`config.mk`:
```
export PLATFORM = sky130hd
export DESIGN_NAME = rgb_led_effect_engine_flat
export DESIGN_NICKNAME = d
export VERILOG_FILES = /design/src/hw/rtl/rlee_pkg.sv /design/src/hw/rtl/rlee_ifs.sv /design/src/hw/rtl/rlee_cfg.sv /design/src/hw/rtl/rlee_ctrl.sv /design/src/hw/rtl/rlee_dp.sv /design/src/hw/rtl/rgb_led_effect_engine.sv /design/src/flat_wrapper.sv
export VERILOG_INCLUDE_DIRS = /design/src /design/src/hw/rtl
export SDC_FILE = /design/constraint.sdc
export NUM_CORES = 1
export LEC_CHECK = 0
export BUFFER_PORTS_ARGS = -buffer_cell sky130_fd_sc_hd__buf_2
export CAP_MARGIN = 20
export CORE_MARGIN = 1.5
export CORE_UTILIZATION = 58
export CTS_CLUSTER_DIAMETER = 100
export DETAILED_ROUTE_END_ITERATION = 10
export PLACE_DENSITY = 0.79
export SLEW_MARGIN = 10
export SYNTH_ARGS = -nofsm -noshare
export SYNTH_HDL_FRONTEND = slang
export SYNTH_SLANG_ARGS = --single-unit
```
`constraint.sdc`:
```
create_clock -name clk -period 14.17 [get_ports clk]
set_clock_uncertainty 0.1 [all_clocks]
set_input_delay 0.7085 -clock clk [delete_from_list [all_inputs] [get_ports clk]]
set_output_delay 0.7085 -clock clk [all_outputs]
set_load 0.02 [all_outputs]
```
`src/hw/rtl/assert_macros.svh`:
```
// Assertion helpers for the RTL.
`ifndef ASSERT_MACROS_SVH
`define ASSERT_MACROS_SVH

// Check a property on every rising edge outside reset
`define ASSERT_ALWAYS(label, clk, rst, prop, msg) \
  label: assert property (@(posedge clk) disable iff (rst) (prop)) else $error(msg);

// Check that a condition leads to a result in the next cycle
`define ASSERT_NEXT(label, clk, rst, cond, nxt, msg) \
  label: assert property (@(posedge clk) disable iff (rst) (cond) |=> (nxt)) else $error(msg);

`endif

```
`src/hw/rtl/rlee_pkg.sv`:
```
package rlee_pkg;

  // Breathe wave table and phase accumulator geometry
  localparam int WAVE_ENTRIES = 256;
  localparam int PHASE_BITS   = 16;
  localparam int IDX_W        = $clog2(WAVE_ENTRIES);
  localparam int PROD_W       = PHASE_BITS + IDX_W;

  // Shared restoring divider
  localparam int DIV_W     = 16;
  localparam int DIV_CNT_W = $clog2(DIV_W);

  // APB register window
  localparam int ADDR_W = 5;
  localparam int DATA_W = 32;

  // Fixed-point constants for the wave table
  localparam logic [63:0] Q28_ONE   = 64'd1 << 28;
  localparam logic [63:0] PI_Q28    = 64'd843314857;
  localparam logic [63:0] DEC8      = 64'd100000000;
  localparam logic [63:0] EINV_DEC8 = 64'd36787944;
  localparam logic [63:0] NORM_DEC8 = 64'd42545906;

  typedef enum logic [1:0] {
    MODE_STEADY  = 2'd0,
    MODE_BLINK   = 2'd1,
    MODE_BREATHE = 2'd2,
    MODE_FADE    = 2'd3
  } mode_t;

  typedef enum logic [1:0] {
    KIND_TICK  = 2'd0,
    KIND_START = 2'd1,
    KIND_LEVEL = 2'd2,
    KIND_NONE  = 2'd3
  } kind_t;

  typedef enum logic [2:0] {
    REG_EFFECT   = 3'd0,
    REG_COLOR    = 3'd1,
    REG_INTERVAL = 3'd2,
    REG_PHASE    = 3'd3,
    REG_FADE     = 3'd4
  } reg_idx_t;

  typedef enum logic [3:0] {
    S_IDLE,
    S_EXEC,
    S_DIV_A,
    S_LOAD_B,
    S_DIV_B,
    S_FADE_SET,
    S_MUL,
    S_STORE,
    S_OUT
  } state_t;

  typedef struct packed {
    logic [1:0]  effect_sel;
    logic [2:0]  color_sel;
    logic [15:0] interval;
    logic [15:0] phase_step;
    logic [15:0] fade_time;
  } cfg_t;

  typedef struct packed {
    logic capture;
    logic exec;
    logic div_load_a;
    logic div_load_b;
    logic div_step;
    logic fade_set;
    logic mul;
    logic store;
    logic load_out;
  } dp_cmd_t;

  typedef struct packed {
    logic fade_start;
    logic need_refresh;
  } dp_status_t;

  // Color components, rows by color code, columns red, green, blue
  localparam logic [7:0] COLOR_RGB [8][3] = '{
    '{8'd0,   8'd0,   8'd0},
    '{8'd255, 8'd0,   8'd0},
    '{8'd0,   8'd52,  8'd0},
    '{8'd0,   8'd0,   8'd255},
    '{8'd255, 8'd255, 8'd0},
    '{8'd255, 8'd0,   8'd255},
    '{8'd0,   8'd255, 8'd255},
    '{8'd0,   8'd0,   8'd0}
  };

  // Unsigned 64-bit shift-subtract quotient for the table build
  function automatic logic [63:0] div_u64(input logic [63:0] num, input logic [63:0] den);
    logic [63:0] q;
    logic [64:0] r;
    q = '0;
    r = '0;
    for (int i = 63; i >= 0; i--) begin
      r = {r[63:0], num[i]};
      if (r >= {1'b0, den}) begin
        r    = r - {1'b0, den};
        q[i] = 1'b1;
      end
    end
    return q;
  endfunction

  // Breathe level for one table entry: (exp(cos) - 1/e) * norm * 255 in Q28,
  // evaluated at elaboration only
  function automatic logic [7:0] wave_value(input int unsigned k_in);
    logic [63:0]        k;
    logic [63:0]        x;
    logic [63:0]        x2;
    logic [63:0]        pos;
    logic [63:0]        neg;
    logic [63:0]        term;
    logic [63:0]        a;
    logic [63:0]        sum;
    logic [63:0]        ex;
    logic [63:0]        dq;
    logic [63:0]        v;
    logic signed [63:0] c;
    logic signed [63:0] d;
    logic [63:0]        n;
    k = 64'(k_in);
    if (k * 2 > 64'(WAVE_ENTRIES)) k = 64'(WAVE_ENTRIES) - k;
    x = (PI_Q28 * 64'd2 * k) >> IDX_W;
    x2 = (x * x) >> 28;
    pos = Q28_ONE;
    neg = 64'd0;
    term = Q28_ONE;
    for (n = 64'd1; n <= 64'd12; n++) begin
      term = div_u64((term * x2) >> 28, (64'd2 * n - 64'd1) * (64'd2 * n));
      if (n[0]) neg = neg + term;
      else pos = pos + term;
    end
    c = $signed(pos) - $signed(neg);
    a = (c < 0) ? 64'(-c) : 64'(c);
    sum = Q28_ONE;
    term = Q28_ONE;
    for (n = 64'd1; n <= 64'd16; n++) begin
      term = div_u64((term * a) >> 28, n);
      sum = sum + term;
    end
    ex = (c < 0) ? div_u64(64'd1 << 56, sum) : sum;
    d = $signed(ex * DEC8) - $signed(EINV_DEC8 << 28);
    if (d <= 0) return 8'd0;
    dq = div_u64(64'(d), DEC8);
    v = div_u64(dq * NORM_DEC8 * 64'd255, DEC8);
    v = (v + (64'd1 << 27)) >> 28;
    return (v > 64'd255) ? 8'd255 : v[7:0];
  endfunction

endpackage

```
`src/hw/rtl/rlee_ifs.sv`:
```
// Request channel: one effect command per transaction
interface rlee_req_if;
  logic        valid;
  logic        ready;
  logic [1:0]  kind;
  logic [31:0] now_ms;
  logic [7:0]  level;

  modport source (output valid, kind, now_ms, level, input ready);
  modport sink (input valid, kind, now_ms, level, output ready);
endinterface

// Response channel: one duty snapshot per transaction
interface rlee_rsp_if;
  logic       valid;
  logic       ready;
  logic [7:0] red_duty;
  logic [7:0] green_duty;
  logic [7:0] blue_duty;
  logic       refreshed;
  logic [7:0] brightness;
  logic [1:0] effect_mode;

  modport source (output valid, red_duty, green_duty, blue_duty, refreshed, brightness,
                  effect_mode, input ready);
  modport sink (input valid, red_duty, green_duty, blue_duty, refreshed, brightness,
                effect_mode, output ready);
endinterface

```
`src/hw/rtl/rlee_cfg.sv`:
```
module rlee_cfg (
  input  logic                           clk,
  input  logic                           rst,
  input  logic                           psel,
  input  logic                           penable,
  input  logic                           pwrite,
  input  logic [rlee_pkg::ADDR_W-1:0]    paddr,
  input  logic [rlee_pkg::DATA_W-1:0]    pwdata,
  output logic [rlee_pkg::DATA_W-1:0]    prdata,
  output logic                           pready,
  output rlee_pkg::cfg_t                 cfg
);
  import rlee_pkg::*;

  logic     wr_en;
  reg_idx_t idx;

  assign pready = 1'b1;
  assign wr_en  = psel && penable && pwrite;
  assign idx    = reg_idx_t'(paddr[ADDR_W-1:2]);

  // Write registers on the access phase
  always_ff @(posedge clk) begin
    if (rst) begin
      cfg <= '0;
    end else if (wr_en) begin
      unique case (idx)
        REG_EFFECT:   cfg.effect_sel <= pwdata[1:0];
        REG_COLOR:    cfg.color_sel  <= pwdata[2:0];
        REG_INTERVAL: cfg.interval   <= pwdata[15:0];
        REG_PHASE:    cfg.phase_step <= pwdata[15:0];
        REG_FADE:     cfg.fade_time  <= pwdata[15:0];
        default: ;
      endcase
    end
  end

  // Read back
  always_comb begin
    unique case (idx)
      REG_EFFECT:   prdata = DATA_W'(cfg.effect_sel);
      REG_COLOR:    prdata = DATA_W'(cfg.color_sel);
      REG_INTERVAL: prdata = DATA_W'(cfg.interval);
      REG_PHASE:    prdata = DATA_W'(cfg.phase_step);
      REG_FADE:     prdata = DATA_W'(cfg.fade_time);
      default:      prdata = '0;
    endcase
  end

endmodule

```
`src/hw/rtl/rlee_ctrl.sv`:
```
module rlee_ctrl (
  input  logic                 clk,
  input  logic                 rst,
  input  logic                 req_valid,
  output logic                 req_ready,
  output logic                 rsp_valid,
  input  logic                 rsp_ready,
  input  rlee_pkg::dp_status_t status,
  output rlee_pkg::dp_cmd_t    cmd
);
  import rlee_pkg::*;

  state_t               state;
  state_t               state_next;
  logic [DIV_CNT_W-1:0] cnt;
  logic [DIV_CNT_W-1:0] cnt_next;
  logic                 last_step;
  logic                 out_free;

  assign last_step = (cnt == DIV_CNT_W'(DIV_W - 1));
  assign out_free  = !rsp_valid || rsp_ready;

  // State, step counter and response valid
  always_ff @(posedge clk) begin
    if (rst) begin
      state     <= S_IDLE;
      cnt       <= '0;
      rsp_valid <= 1'b0;
    end else begin
      state <= state_next;
      cnt   <= cnt_next;
      if (cmd.load_out) rsp_valid <= 1'b1;
      else if (rsp_ready) rsp_valid <= 1'b0;
    end
  end

  // Sequence one transaction through the datapath
  always_comb begin
    state_next = state;
    cnt_next   = cnt;
    cmd        = '0;
    req_ready  = 1'b0;
    unique case (state)
      S_IDLE: begin
        req_ready = 1'b1;
        if (req_valid) begin
          cmd.capture = 1'b1;
          state_next  = S_EXEC;
        end
      end
      S_EXEC: begin
        cmd.exec = 1'b1;
        cnt_next = '0;
        if (status.fade_start) begin
          cmd.div_load_a = 1'b1;
          state_next     = S_DIV_A;
        end else if (status.need_refresh) begin
          state_next = S_MUL;
        end else begin
          state_next = S_OUT;
        end
      end
      S_DIV_A: begin
        cmd.div_step = 1'b1;
        cnt_next     = cnt + 1'b1;
        if (last_step) state_next = S_LOAD_B;
      end
      S_LOAD_B: begin
        cmd.div_load_b = 1'b1;
        cnt_next       = '0;
        state_next     = S_DIV_B;
      end
      S_DIV_B: begin
        cmd.div_step = 1'b1;
        cnt_next     = cnt + 1'b1;
        if (last_step) state_next = S_FADE_SET;
      end
      S_FADE_SET: begin
        cmd.fade_set = 1'b1;
        state_next   = S_OUT;
      end
      S_MUL: begin
        cmd.mul    = 1'b1;
        state_next = S_STORE;
      end
      S_STORE: begin
        cmd.store  = 1'b1;
        state_next = S_OUT;
      end
      S_OUT: begin
        if (out_free) begin
          cmd.load_out = 1'b1;
          state_next   = S_IDLE;
        end
      end
      default: state_next = S_IDLE;
    endcase
  end

endmodule

```
`src/hw/rtl/rlee_dp.sv`:
```
module rlee_dp (
  input  logic                 clk,
  input  logic                 rst,
  input  rlee_pkg::cfg_t       cfg,
  input  rlee_pkg::dp_cmd_t    cmd,
  input  logic [1:0]           kind_in,
  input  logic [31:0]          now_in,
  input  logic [7:0]           level_in,
  output rlee_pkg::dp_status_t status,
  output logic [7:0]           red_duty,
  output logic [7:0]           green_duty,
  output logic [7:0]           blue_duty,
  output logic                 refreshed,
  output logic [7:0]           brightness,
  output logic [1:0]           effect_mode
);
  import rlee_pkg::*;

  // Captured transaction
  kind_t       kind_r;
  logic [31:0] now_r;
  logic [7:0]  level_r;

  // Effect state
  mode_t                 mode;
  logic [2:0]            color;
  logic [7:0]            bright;
  logic                  blink_on;
  logic [PHASE_BITS-1:0] phase;
  logic [7:0]            fade_step;
  logic [31:0]           last_update;
  logic [7:0]            duty [3];
  logic                  did;

  // Refresh products and divider
  logic [15:0]      prod [3];
  logic [DIV_W-1:0] rem;
  logic [DIV_W-1:0] quo;
  logic [DIV_W-1:0] divisor;
  logic [DIV_W:0]   trial;

  logic [7:0]        wave_rom [WAVE_ENTRIES];
  logic [PROD_W-1:0] idx_prod;
  logic [IDX_W-1:0]  idx;
  logic [31:0]       elapsed;
  logic              expired;
  mode_t             sel_mode;

  // Breathe table built at elaboration
  for (genvar g = 0; g < WAVE_ENTRIES; g++) begin : g_wave
    localparam logic [7:0] WaveVal = wave_value(g);
    assign wave_rom[g] = WaveVal;
  end

  assign idx_prod = PROD_W'(phase) * PROD_W'(WAVE_ENTRIES);
  assign idx      = idx_prod[PHASE_BITS +: IDX_W];
  assign elapsed  = now_r - last_update;
  assign expired  = elapsed > {16'd0, cfg.interval};
  assign sel_mode = mode_t'(cfg.effect_sel);
  assign trial    = {rem, quo[DIV_W-1]} - {1'b0, divisor};

  // Tell the controller what this transaction needs
  assign status.fade_start   = (kind_r == KIND_START) && (sel_mode == MODE_FADE);
  assign status.need_refresh = ((kind_r == KIND_START) && (sel_mode == MODE_STEADY)) ||
                               ((kind_r == KIND_TICK) && (mode != MODE_STEADY) && expired);

  // Latch the incoming transaction
  always_ff @(posedge clk) begin
    if (cmd.capture) begin
      kind_r  <= kind_t'(kind_in);
      now_r   <= now_in;
      level_r <= level_in;
    end
  end

  // Effect state update
  always_ff @(posedge clk) begin
    if (rst) begin
      mode        <= MODE_STEADY;
      color       <= '0;
      bright      <= 8'hFF;
      blink_on    <= 1'b0;
      phase       <= '0;
      fade_step   <= '0;
      last_update <= '0;
      did         <= 1'b0;
      for (int i = 0; i < 3; i++) duty[i] <= '0;
    end else begin
      if (cmd.exec) begin
        did <= 1'b0;
        case (kind_r)
          KIND_START: begin
            case (sel_mode)
              MODE_STEADY: begin
                color  <= cfg.color_sel;
                mode   <= MODE_STEADY;
                bright <= 8'hFF;
                did    <= 1'b1;
              end
              MODE_BLINK: begin
                mode     <= MODE_BLINK;
                blink_on <= 1'b1;
                color    <= cfg.color_sel;
              end
              MODE_BREATHE: begin
                mode  <= MODE_BREATHE;
                phase <= '0;
                color <= cfg.color_sel;
              end
              default: mode <= MODE_FADE;
            endcase
          end
          KIND_LEVEL: bright <= level_r;
          KIND_TICK: begin
            if (mode != MODE_STEADY && expired) begin
              last_update <= now_r;
              did         <= 1'b1;
              case (mode)
                MODE_BLINK: begin
                  bright   <= blink_on ? 8'hFF : 8'h00;
                  blink_on <= !blink_on;
                end
                MODE_BREATHE: begin
                  bright <= wave_rom[idx];
                  phase  <= phase + PHASE_BITS'(cfg.phase_step);
                end
                default: begin
                  // Fade: step brightness down, or when done drop to steady black at full brightness
                  if (bright > fade_step) begin
                    bright <= bright - fade_step;
                  end else begin
                    color  <= '0;
                    mode   <= MODE_STEADY;
                    bright <= 8'hFF;
                  end
                end
              endcase
            end
          end
          default: ;
        endcase
      end
      // Zero slices saturate the fade step
      if (cmd.fade_set) fade_step <= (divisor == '0) ? 8'hFF : quo[7:0];
      // Scale products by 1/255: (p + p/256 + 1) / 256 is exact here
      if (cmd.store) begin
        for (int i = 0; i < 3; i++) begin
          duty[i] <= 8'(({1'b0, prod[i]} + 17'(prod[i] >> 8) + 17'd1) >> 8);
        end
      end
    end
  end

  // Color times brightness
  always_ff @(posedge clk) begin
    if (cmd.mul) begin
      for (int i = 0; i < 3; i++) prod[i] <= 16'(COLOR_RGB[color][i]) * 16'(bright);
    end
  end

  // Restoring divider: fade_time / interval, then 255 / slices
  always_ff @(posedge clk) begin
    if (cmd.div_load_a) begin
      rem     <= '0;
      quo     <= DIV_W'(cfg.fade_time);
      divisor <= DIV_W'(cfg.interval);
    end else if (cmd.div_load_b) begin
      rem     <= '0;
      quo     <= DIV_W'(8'hFF);
      divisor <= (cfg.interval == '0) ? '0 : quo;
    end else if (cmd.div_step) begin
      if (!trial[DIV_W]) begin
        rem <= trial[DIV_W-1:0];
        quo <= {quo[DIV_W-2:0], 1'b1};
      end else begin
        rem <= {rem[DIV_W-2:0], quo[DIV_W-1]};
        quo <= {quo[DIV_W-2:0], 1'b0};
      end
    end
  end

  // Response payload
  always_ff @(posedge clk) begin
    if (cmd.load_out) begin
      red_duty    <= duty[0];
      green_duty  <= duty[1];
      blue_duty   <= duty[2];
      refreshed   <= did;
      brightness  <= bright;
      effect_mode <= mode;
    end
  end

endmodule

```
`src/hw/rtl/rgb_led_effect_engine.sv`:
```
// RGB LED effect engine: steady, blink, breathe and fade.
// The req channel carries one command per transaction: a time tick with
// now_ms, a start of the effect held in the configuration registers, or a
// new brightness level. Every request yields exactly one transaction on rsp
// with the three PWM duties, the brightness, the active effect and a flag
// that is set when the duties were recomputed.
// Registers are written over APB (pready is always high) by the user only
// while idle; the block itself does not enforce it. A request is captured,
// then executed; an item that does not recompute duties goes on to the
// output register, a recompute first multiplies, then scales by 1/255, and a
// fade start first runs two 16-step passes of the shared bit-serial divider.
// req.ready is high only while the engine waits for a request.
// A finished response sits in the output register; the next request is
// taken while it waits, but its own response holds until rsp.ready frees it.
// Synchronous reset rst: steady mode, black, brightness 255, duties 0,
// all configuration registers 0.
`include "assert_macros.svh"

module rgb_led_effect_engine (
  input  logic                        clk,
  input  logic                        rst,
  rlee_req_if.sink                    req,
  rlee_rsp_if.source                  rsp,
  input  logic                        psel,
  input  logic                        penable,
  input  logic                        pwrite,
  input  logic [rlee_pkg::ADDR_W-1:0] paddr,
  input  logic [rlee_pkg::DATA_W-1:0] pwdata,
  output logic [rlee_pkg::DATA_W-1:0] prdata,
  output logic                        pready
);
  import rlee_pkg::*;

  cfg_t       cfg;
  dp_cmd_t    cmd;
  dp_status_t status;

  rlee_cfg u_cfg (
    .clk     (clk),
    .rst     (rst),
    .psel    (psel),
    .penable (penable),
    .pwrite  (pwrite),
    .paddr   (paddr),
    .pwdata  (pwdata),
    .prdata  (prdata),
    .pready  (pready),
    .cfg     (cfg)
  );

  rlee_ctrl u_ctrl (
    .clk       (clk),
    .rst       (rst),
    .req_valid (req.valid),
    .req_ready (req.ready),
    .rsp_valid (rsp.valid),
    .rsp_ready (rsp.ready),
    .status    (status),
    .cmd       (cmd)
  );

  rlee_dp u_dp (
    .clk         (clk),
    .rst         (rst),
    .cfg         (cfg),
    .cmd         (cmd),
    .kind_in     (req.kind),
    .now_in      (req.now_ms),
    .level_in    (req.level),
    .status      (status),
    .red_duty    (rsp.red_duty),
    .green_duty  (rsp.green_duty),
    .blue_duty   (rsp.blue_duty),
    .refreshed   (rsp.refreshed),
    .brightness  (rsp.brightness),
    .effect_mode (rsp.effect_mode)
  );

  // One request in flight at a time
  `ASSERT_NEXT(a_one_in_flight, clk, rst, req.valid && req.ready, !req.ready, "second request taken")
  // A refresh that lands in steady mode always runs at full brightness
  `ASSERT_ALWAYS(a_steady_full, clk, rst, !(rsp.valid && rsp.refreshed && rsp.effect_mode == MODE_STEADY) || rsp.brightness == 8'hFF, "steady refresh below full")
  // Blink refreshes only ever switch fully on or fully off
  `ASSERT_ALWAYS(a_blink_level, clk, rst, !(rsp.valid && rsp.refreshed && rsp.effect_mode == MODE_BLINK) || rsp.brightness == 8'h00 || rsp.brightness == 8'hFF, "blink level not on or off")

endmodule

```
`src/flat_wrapper.sv`:
```
// flat-port wrapper written by rule: the top's interface ports become plain ports
module rgb_led_effect_engine_flat import rlee_pkg::*;
  (clk, rst, psel, penable, pwrite, paddr, pwdata, prdata, pready, req_valid, req_kind, req_now_ms, req_level, req_ready, rsp_valid, rsp_red_duty, rsp_green_duty, rsp_blue_duty, rsp_refreshed, rsp_brightness, rsp_effect_mode, rsp_ready);
  rlee_req_if req_i ();
  rlee_rsp_if rsp_i ();
  input  logic clk;
  input  logic rst;
  input  logic psel;
  input  logic penable;
  input  logic pwrite;
  input  logic [rlee_pkg::ADDR_W-1:0] paddr;
  input  logic [rlee_pkg::DATA_W-1:0] pwdata;
  output logic [rlee_pkg::DATA_W-1:0] prdata;
  output logic pready;
  input wire logic [$bits(req_i.valid)-1:0] req_valid;
  input wire logic [$bits(req_i.kind)-1:0] req_kind;
  input wire logic [$bits(req_i.now_ms)-1:0] req_now_ms;
  input wire logic [$bits(req_i.level)-1:0] req_level;
  output wire logic [$bits(req_i.ready)-1:0] req_ready;
  output wire logic [$bits(rsp_i.valid)-1:0] rsp_valid;
  output wire logic [$bits(rsp_i.red_duty)-1:0] rsp_red_duty;
  output wire logic [$bits(rsp_i.green_duty)-1:0] rsp_green_duty;
  output wire logic [$bits(rsp_i.blue_duty)-1:0] rsp_blue_duty;
  output wire logic [$bits(rsp_i.refreshed)-1:0] rsp_refreshed;
  output wire logic [$bits(rsp_i.brightness)-1:0] rsp_brightness;
  output wire logic [$bits(rsp_i.effect_mode)-1:0] rsp_effect_mode;
  input wire logic [$bits(rsp_i.ready)-1:0] rsp_ready;
  assign req_i.valid = req_valid;
  assign req_i.kind = req_kind;
  assign req_i.now_ms = req_now_ms;
  assign req_i.level = req_level;
  assign req_ready = req_i.ready;
  assign rsp_valid = rsp_i.valid;
  assign rsp_red_duty = rsp_i.red_duty;
  assign rsp_green_duty = rsp_i.green_duty;
  assign rsp_blue_duty = rsp_i.blue_duty;
  assign rsp_refreshed = rsp_i.refreshed;
  assign rsp_brightness = rsp_i.brightness;
  assign rsp_effect_mode = rsp_i.effect_mode;
  assign rsp_i.ready = rsp_ready;
  rgb_led_effect_engine u_core (.clk(clk), .rst(rst), .req(req_i), .rsp(rsp_i), .psel(psel), .penable(penable), .pwrite(pwrite), .paddr(paddr), .pwdata(pwdata), .prdata(prdata), .pready(pready));
endmodule
```
==> flow_metrics.tcl <==
set metrics [dict create \
    vias_per_cell 5.970 \
    cts_buffer_depth 3 \
    detail-route-antenna-nets 0 \
    hold_depth 1 \
    maxCapViolCount 0 \
    ys_types 94 \
    fmax_mhz 161.8 \
    status "finished, final reports clean" \
    hold_viol_final 0 \
    num-fill-cells 3247 \
    startpoint_type "register" \
    multi_input_area_um2 14350 \
    ys_seq_elements 330 \
    drtIter0Drc 1390 \
    syn_to_final_growth_pct 8.417 \
    hpwl_um 43720 \
    final_common_cell "inv_1" \
    seq_area_um2 8421 \
    root_buffer "clkbuf_16" \
    worst_slew_pin_slew_ns 1.119 \
    synth_edf_count 181 \
    tns_ns 0 \
    chipWidth_um 208.1 \
    syn-instance-count 2630 \
    worstPathArrival_ns 6.48 \
    crit_required_ns 14.47 \
    rrSetupSlack_ns 7.99 \
    grt_pass1_vias 19000 \
    overflow 0 \
    rsz0062_at_grt "no" \
    worstPathCellList "inv_1, ha_1, fa_1, nand2b_1, a21oi_1, a21oi_2, o21ai_1, xor2_1, ha_1, and3_1, nand4_1, a211oi_1, a2111oi_0, a21oi_1, or4_1, nor4_2, nand4_2, o211ai_4, buf_4, mux2i_1, nor2_1" \
    dieArea_um2 43300 \
    slew_violations 0 \
    gp_congestion 0.9363 \
    power_leakage_nw 11.69 \
    synth.top_cells.by_area "edfxtp_1 22%, dfxtp_1 12%, ha_1 12%" \
    clk_pin_slew_ns 0.06 \
    rr_worst_depth 21 \
    num_vias 19430 \
    whs_ns 0.2286 \
    wl_um 58250 \
    syn_area_per_cell_um2 9.275 \
    synth_area_leader_cell "edfxtp_1" \
    post-route-drc-count 0 \
    die_y_um 208.1 \
    cts-hold-fix-buffers 0 \
    grt_use_total_pct 26.69 \
    num_io_pins 156 \
    core_area_um2 41200 \
    initial_core_util_pct 59.20 \
    clk_latency_ns 0.56 \
    yosysWarningCount 0 \
    seq_area_frac_synth_pct 34.51 \
    port_buffers 120 \
    row_count 74 \
    final_nets 3101 \
    crit_fanout 32 \
    cts-buffers-inserted 37 \
    p_per_area_nw_per_um2 95.86 \
    post-cts-setup-buffer-count 0 \
    ctsResizeCount 0 \
    vdd_drop_max_mv 0.09783 \
    final_cell_mix "268 x inv_1, 255 x nand2_1, 238 x ha_1" \
    hold_path_class "in -> reg" \
    ys_async_sr_fraction_pct 0 \
    grt_max_degree 76 \
    cts_htree_levels 2 \
    slowest_stage "or4_1" \
    slew_headroom_pct 24.37 \
    routedWlPerCell_um 17.90 \
    clock_sinks 330 \
    path_class "reg -> reg" \
    drive_gt1_share_pct 9.014 \
    p_total_w 0.002535 \
    antenna_found_initial 4 \
    grt_first_pass_wirelength_um 94680 \
    period_needed_ns 6.179 \
    finalCritPeriodShare_pct 43.61 \
    cts_tree "done" \
    setup-violations-final 0 \
    syn_area_um2 24390 \
    critPathMaxStageDelay_ns 0.55 \
    yosys.area.top_type_share_pct 22.28 \
    synth_ff_type "edfxtp_1" \
    firstDrtPassIters 5 \
    crit_path_end_kind "register" \
]
routing by layer:
layer | global-route usage, % | part of all wire [%]
met1 | 32.72 | 40
met2 | 47.17 | 50
met3 | 3.894 | 6.5
met4 | 10.72 | 3.3
met5 | 0 | 0
cells by family after synthesis:
kind of cell | synth area share, %
simple gates | 13.84
compound gates | 16.61
buf+inv | 6.986
flops | 34.51
fa+ha+maj | 19.35
xor+xnor | 4.021
mux | 4.657
other cells | 0.03079
synth_stat cells, types with 8 or more instances:
master,n
a21o_1,36
buf_4,21
xnor2_1,75
nand2_1,255
nor4_1,14
o22a_1,9
xor2_1,37
a21boi_0,9
fa_1,87
ha_1,238
buf_1,10
nor3_1,45
a211o_1,8
a211oi_1,35
edfxtp_1,181
o21a_1,32
or3_1,17
a31oi_1,15
mux2i_1,82
and3_1,15
dfxtp_1,149
o211ai_1,15
nand2b_1,25
clkbuf_1,84
nand4_1,19
nand3_1,42
mux2_1,10
o221a_2,10
o31ai_1,10
nor2_1,188
a21oi_1,204
nor2b_1,36
and2_1,22
inv_1,268
o21ai_0,149
a22o_1,12
final timing paths:
| path | startpoint | end |
|---|---|---|
| worst min-delay path | req_now_ms[29] | u_core.u_dp.now_r[29] |
| worst max-delay path | u_core.u_dp.now_r[0] | u_core.u_dp.last_update[20] |
| worst min register to register | u_core.u_dp.duty[0][21] | rsp_blue_duty[5] |
| worst max register to register | u_core.u_dp.now_r[0] | u_core.u_dp.last_update[20] |
final cells by class:
class                      instances  share of cell area (%)
timing repair buffer             138                   2.858
sequential                       330                   31.84
clock buffer                      48                   3.894
clock inverter                    19                  0.7239
antenna                            4                 0.03785
tap                              532                   2.517
inverter                         272                   3.861
multi-input combinational       1911                   54.27
per-stage QoR:
step / cells / area (µm²) / setup WS (ns) / utilization [%]
finish: 3254 / 26450 / 7.991 / 64.19
detailed placement: 3182 / 25200 / 8.133 / 61.15
floorplan: 2645 / 24450 / 8.822 / -
global route: 3251 / 26440 / 7.685 / 64.17
CTS: 3249 / 26420 / 8.091 / 64.11
global placement: 3179 / 25170 / 8.430 / 61.08
report_power, final:
part | leakage, nW | total (W) | internal, W | switching, W
sequential | 2.91 | 0.00110 | 0.00106 | 0.0000405
clock | 0.590 | 0.000967 | 0.000572 | 0.000395
combinational | 8.19 | 0.000467 | 0.000199 | 0.000268
worst max-delay path: cells and delay by family, from the launching register on:
kind / cells / cell delay (ns)
AOI/OAI and AO/OA: 7 / 1.72
and+or+nand+nor: 7 / 1.68
muxes: 1 / 0.33
adders and majority gates: 3 / 0.96
DFF: 1 / 0.37
buffers and inverters: 2 / 0.56
xor gates and xnor gates: 1 / 0.25
registers in the layout, indices dropped and copies added, names as in the netlist, 2 cells and up:
name	cells
rsp_blue_duty	8
rsp_green_duty	8
rsp_red_duty	8
u_core.u_cfg.cfg	53
u_core.u_ctrl.cnt	4
u_core.u_ctrl.state	4
u_core.u_dp.bright	8
u_core.u_dp.brightness	8
u_core.u_dp.color	3
u_core.u_dp.divisor	16
u_core.u_dp.duty	24
u_core.u_dp.effect_mode	2
u_core.u_dp.fade_step	8
u_core.u_dp.kind_r	2
u_core.u_dp.last_update	32
u_core.u_dp.level_r	8
u_core.u_dp.mode	2
u_core.u_dp.now_r	32
u_core.u_dp.phase	16
u_core.u_dp.prod	48
u_core.u_dp.quo	16
u_core.u_dp.rem	16
Power figures use the tool's default switching activity.
